**src/rtl/core/bcomp_pkg.sv**
```systemverilog
`timescale 1ns / 1ps

package bcomp_pkg;

    typedef struct packed {
        logic [15:0] raw_temperature;
        logic [15:0] raw_pressure;
    } t_in_item;

    typedef struct packed {
        logic signed [15:0] temperature_tenths;
        logic [17:0]        pressure_pa;
        logic               math_fault;
    } t_out_item;

    typedef enum logic [1:0] {
        CFG_CAL_A = 2'd0,
        CFG_CAL_B = 2'd1,
        CFG_CAL_C = 2'd2
    } t_cfg_index;

    localparam int CFG_DATA_W  = 64;
    localparam int CAL_C_W     = 48;

    localparam int C_B6_OFS    = 4000;
    localparam int C_P_QUAD    = 3038;
    localparam int C_P_LIN     = -7357;
    localparam int C_P_OFS     = 3791;
    localparam int C_B7_MUL    = 50000;
    localparam int C_B4_OFS    = 32768;
    localparam int C_PRESS_MAX = 262143;

    // temperature divide: |MC*2048| over |X1+MD|
    localparam int DIV1_NUM_W  = 27;
    localparam int DIV1_DEN_W  = 20;
    localparam int DIV1_SIDE_W = 37;
    // pressure divide: B7 (pre-scaled) over B4
    localparam int DIV2_W      = 33;
    localparam int DIV2_SIDE_W = 18;

endpackage

```
**src/rtl/core/bcomp_udiv.sv**
```systemverilog
`timescale 1ns / 1ps

// Unsigned restoring divider, one quotient bit per register stage.
module bcomp_udiv
    import bcomp_pkg::*;
#(
    parameter int NUM_W  = 27,
    parameter int DEN_W  = 20,
    parameter int SIDE_W = 8
) (
    input  logic              i_clk,
    input  logic              i_rst_n,
    input  logic              i_en,
    input  logic              i_valid,
    input  logic [NUM_W-1:0]  i_num,
    input  logic [DEN_W-1:0]  i_den,
    input  logic [SIDE_W-1:0] i_side,
    output logic              o_valid,
    output logic [NUM_W-1:0]  o_quo,
    output logic [SIDE_W-1:0] o_side
);

    logic [NUM_W-1:0]  r_num  [NUM_W];
    logic [DEN_W-1:0]  r_rem  [NUM_W];
    logic [DEN_W-1:0]  r_den  [NUM_W];
    logic [SIDE_W-1:0] r_side [NUM_W];
    logic [NUM_W-1:0]  r_valid;

    for (genvar gk = 0; gk < NUM_W; gk++) begin : g_stage
        logic [NUM_W-1:0]  num_in;
        logic [DEN_W-1:0]  rem_in;
        logic [DEN_W-1:0]  den_in;
        logic [SIDE_W-1:0] side_in;
        logic              vld_in;
        logic [DEN_W:0]    trial;
        logic [DEN_W:0]    diff;
        logic              fits;

        if (gk == 0) begin : g_first
            assign num_in  = i_num;
            assign rem_in  = '0;
            assign den_in  = i_den;
            assign side_in = i_side;
            assign vld_in  = i_valid;
        end else begin : g_next
            assign num_in  = r_num[gk-1];
            assign rem_in  = r_rem[gk-1];
            assign den_in  = r_den[gk-1];
            assign side_in = r_side[gk-1];
            assign vld_in  = r_valid[gk-1];
        end

        // shift in the next dividend bit; quotient bits fill the freed low end
        assign trial = {rem_in, num_in[NUM_W-1]};
        assign diff  = trial - {1'b0, den_in};
        assign fits  = trial >= {1'b0, den_in};

        always_ff @(posedge i_clk) begin
            if (!i_rst_n) begin
                r_valid[gk] <= 1'b0;
            end else if (i_en) begin
                r_valid[gk] <= vld_in;
            end
        end

        always_ff @(posedge i_clk) begin
            if (i_en) begin
                r_num[gk]  <= {num_in[NUM_W-2:0], fits};
                r_rem[gk]  <= fits ? diff[DEN_W-1:0] : trial[DEN_W-1:0];
                r_den[gk]  <= den_in;
                r_side[gk] <= side_in;
            end
        end
    end

    assign o_valid = r_valid[NUM_W-1];
    assign o_quo   = r_num[NUM_W-1];
    assign o_side  = r_side[NUM_W-1];

endmodule

```
**config.mk**
```make
export PLATFORM = sky130hd
export DESIGN_NAME = bcomp_udiv
export DESIGN_NICKNAME = d
export VERILOG_FILES = /design/src/rtl/core/bcomp_pkg.sv /design/src/rtl/core/bcomp_udiv.sv
export SDC_FILE = /design/constraint.sdc
export NUM_CORES = 2
export LEC_CHECK = 0
export BUFFER_PORTS_ARGS = -buffer_cell sky130_fd_sc_hd__buf_4
export CAP_MARGIN = 30
export CORE_UTILIZATION = 45
export CTS_CLUSTER_DIAMETER = 60
export DETAILED_ROUTE_END_ITERATION = 10
export PLACE_DENSITY_LB_ADDON = 0.2
export SYNTH_ARGS = -nofsm -noshare
export SYNTH_HDL_FRONTEND = slang
export SYNTH_SLANG_ARGS = --single-unit
```
**constraint.sdc**
```tcl
create_clock -name i_clk -period 3 [get_ports i_clk]
set_input_delay 0.6 -clock i_clk [delete_from_list [all_inputs] [get_ports i_clk]]
set_output_delay 0.6 -clock i_clk [all_outputs]
set_load 0.02 [all_outputs]
```
==> results.sh <==
export IMPL_status="finished with violations"
export IMPL_violations="negative setup slack"
export IMPL_synth_cell_types=92
export IMPL_drt_total_wl_um=194100
export IMPL_synthSimpleGateAreaFrac_pct=6.901
export IMPL_period_share_pct=108.5
export IMPL_maxSlewViolCount=0
export IMPL_cts_buffers_inserted=220
export IMPL_ys_async_sr_fraction_pct=0
export IMPL_grt_max_degree=85
export IMPL_max_slew_margin_pct=50.75
export IMPL_synth_top_family_by_area="compound AO/OA/AOI/OAI gates"
export IMPL_ant_nets=0
export IMPL_cp_max_fo=5
export IMPL_synth_largest_area_cell="edfxtp_1"
export IMPL_path_clk_slew_ps=60
export IMPL_setup_tns_ps=-33260
export IMPL_drcViolationCount=0
export IMPL_cts_buffer_depth=3
export IMPL_worstPathRequired_ps=3600
export IMPL_layout_setup_ws_ps=-253.9
export IMPL_power_per_cell_area_mw_per_mm2=1043
export IMPL_startpoint_type="flop"
export IMPL_initial_utilization_pct=45.29
export IMPL_fin_worst_skew_ps=49.39
export IMPL_grt_pass1_vias=56750
export IMPL_ir_worst_vdd_v=0.0007207
export IMPL_synth_xor_area_share_pct=3.469
export IMPL_period_minus_slack_ps=3254
export IMPL_p_leak_nw=46.61
export IMPL_final_cell_mix="edfxtp_1, buf_4, inv_1"
export IMPL_overflow=0
export IMPL_synth_adder_area_share_pct=7.588
export IMPL_fp_dieW_um=455.8
export IMPL_yosys_most_used_dff="edfxtp_1"
export IMPL_area_growth_pct=25.70
export IMPL_drive_above_1_share_pct=25.95
export IMPL_utilization_pct=56.94
export IMPL_root_buffer="clkbuf_16"
export IMPL_fillers=16168
export IMPL_tritoncts="yes"
export IMPL_max_clock_freq_mhz=307.3
export IMPL_place_inst=10168
export IMPL_vias=56980
export IMPL_endpoint_kind="flop"
export IMPL_worst_pin_slew_ps=733.1
export IMPL_yosysSeqAreaShare_pct=64.91
export IMPL_antenna_found_initial=2
export IMPL_finalSetupViolCount=308
export IMPL_yosys_area_top_type_share_pct=64.33
export IMPL_hold_ws_ps=102.9
export IMPL_dieArea_mm2=0.2077
export IMPL_design_area_mm2=0.1165
export IMPL_core_area_mm2=0.2046
export IMPL_hold_class="in -> reg"
export IMPL_grt_pass1_wl_um=300000
export IMPL_gp_congestion=0.9200
export IMPL_yosys_top_cells_area="edfxtp_1, ha_1, mux2_2, inv_1, xnor2_1"
export IMPL_pre_cts_ws_ps=-330.0
export IMPL_syn_inst=6755
export IMPL_drt_pass1_iterations=6
export IMPL_cts_sink_count=2012
export IMPL_numPortBuffers=94
export IMPL_setup_worst_path_class="reg -> reg"
export IMPL_die_h_um=455.8
export IMPL_drt_iter0_drc=3451
export IMPL_layout_nets=8607
export IMPL_instances_no_fill=10875
export IMPL_place_area_mm2=0.1028
export IMPL_synth_edff_count=1985
export IMPL_muxShareOfSynthArea_pct=4.301
export IMPL_synth_seq_cells=2012
export IMPL_cts_max_level=4
export IMPL_final_common_cell="edfxtp_1"
export IMPL_syn_nets=7361
export IMPL_rsz0062_at_grt="true"
export IMPL_yosys_warnings=0
export IMPL_synth_compound_area_share_pct=9.542
export IMPL_hold_viol_final=0
export IMPL_grtUsageTotal_pct=17.98
export IMPL_clk_latency_ps=860
export IMPL_wire_per_inst_um=17.85
export IMPL_multi_input_area_mm2=0.03282
export IMPL_routed_via_density=5.240
export IMPL_hpwl_um=132600
export IMPL_final_seq_area_mm2=0.06015
export IMPL_power_mw=121.5
export IMPL_io_pins=95
export IMPL_netlist_area_mm2=0.09267
export IMPL_fp_row_count=166
export IMPL_syn_area_per_cell_um2=13.72
export IMPL_max_cap_viol_count=0
export IMPL_worstPathArrival_ps=3850
[metal layers]
metal | GRT usage (%) | wire length [um]
met4 | 6.138 | 5790
met2 | 31.49 | 97830
met5 | 0 | 0
met1 | 22.55 | 83030
met3 | 2.836 | 7478
[critical path, stage by stage (launching register included)]
cell	delay (ps)
edfxtp_1	410
ha_1	340
nor2b_4	140
o211ai_1	230
nand3_1	170
a211oi_2	340
o31a_1	250
a211oi_2	100
o21bai_4	190
a41oi_2	150
buf_6	190
clkbuf_16	170
mux2_4	300
[synth_stat cells (12+ instances only)]
master	count
nor3_1	83
fa_1	25
mux2_2	248
o211ai_1	36
nand2b_1	68
nand2_1	290
mux2_4	17
a31o_2	12
mux2_1	21
o21bai_1	43
or2_2	13
o21ai_0	294
inv_1	693
clkbuf_1	51
or4_1	12
xor2_1	117
nand3b_1	19
a41oi_1	13
dfxtp_1	27
mux2i_1	70
a21boi_0	17
o2111ai_1	15
nor2_1	393
o31ai_1	28
a31oi_1	43
edfxtp_1	1985
xnor2_1	250
and2_1	18
nor4_1	14
nand3_1	127
nand4_1	68
buf_2	34
a211o_1	15
ha_1	522
o31a_1	31
o21a_1	86
nor2b_1	111
or3_1	30
o21ai_1	13
a211oi_1	44
a21o_1	156
a21oi_1	395
and3_1	42
[cells by family (layout without fill, tap and decap cells)]
logic type | after synthesis | in the layout
AO/OA/AOI/OAI | 1364 | 1365
XOR/XNOR | 367 | 367
adder cells (fa/ha/maj) | 547 | 547
buffers and inverters | 791 | 2220
flip-flops | 2012 | 2012
multiplexers | 356 | 356
other | 0 | 2
AND/OR/NAND/NOR | 1318 | 1318
[path summary, 6_finish.rpt]
kind                       from  slack [ps]       endpoint  depth (start not counted)
setup / recovery  r_rem[1][100]        -250  r_rem[1][137]                         12
hold / removal        i_num[26]         100    r_rem[0][0]                          3
setup reg to reg  r_rem[1][100]        -250  r_rem[1][137]                         12
hold reg to reg   r_num[0][113]         380  r_num[0][141]                          0
[flip-flops by register name, summed over array words and instances, names as in the netlist]
register and cells:
r_num 729, r_side 216, o_valid 1, r_den 520, g_stage.vld_in 26, r_rem 520
[where the power goes]
group / internal, mW / switching, mW / leakage (nW)
combinational: 28.6 / 24.8 / 23.5
sequential: 38.4 / 3.27 / 19.6
clock: 15.2 / 11.2 / 3.47
[layout make-up]
class	count	share of cell area, %
Antenna cell	2	0.004297
Clock buffer	259	4.870
Clock inverter	147	1.299
Inverter	694	2.258
Multi-Input combinational cell	3953	28.18
Sequential cell	2012	51.64
Tap cell	2688	2.887
Timing Repair Buffer	1119	8.860
Timing Repair inverter	1	0.009667
[what timing repair did]
action                     CTS  global route
hold endpoints to repair    55             0
pin swaps                   99           155
setup endpoints to repair  434           492
resized for setup          343           549
hold buffers                55             0
setup buffers              118            97
gates cloned                23            28
(Power assumes the default switching activity.)
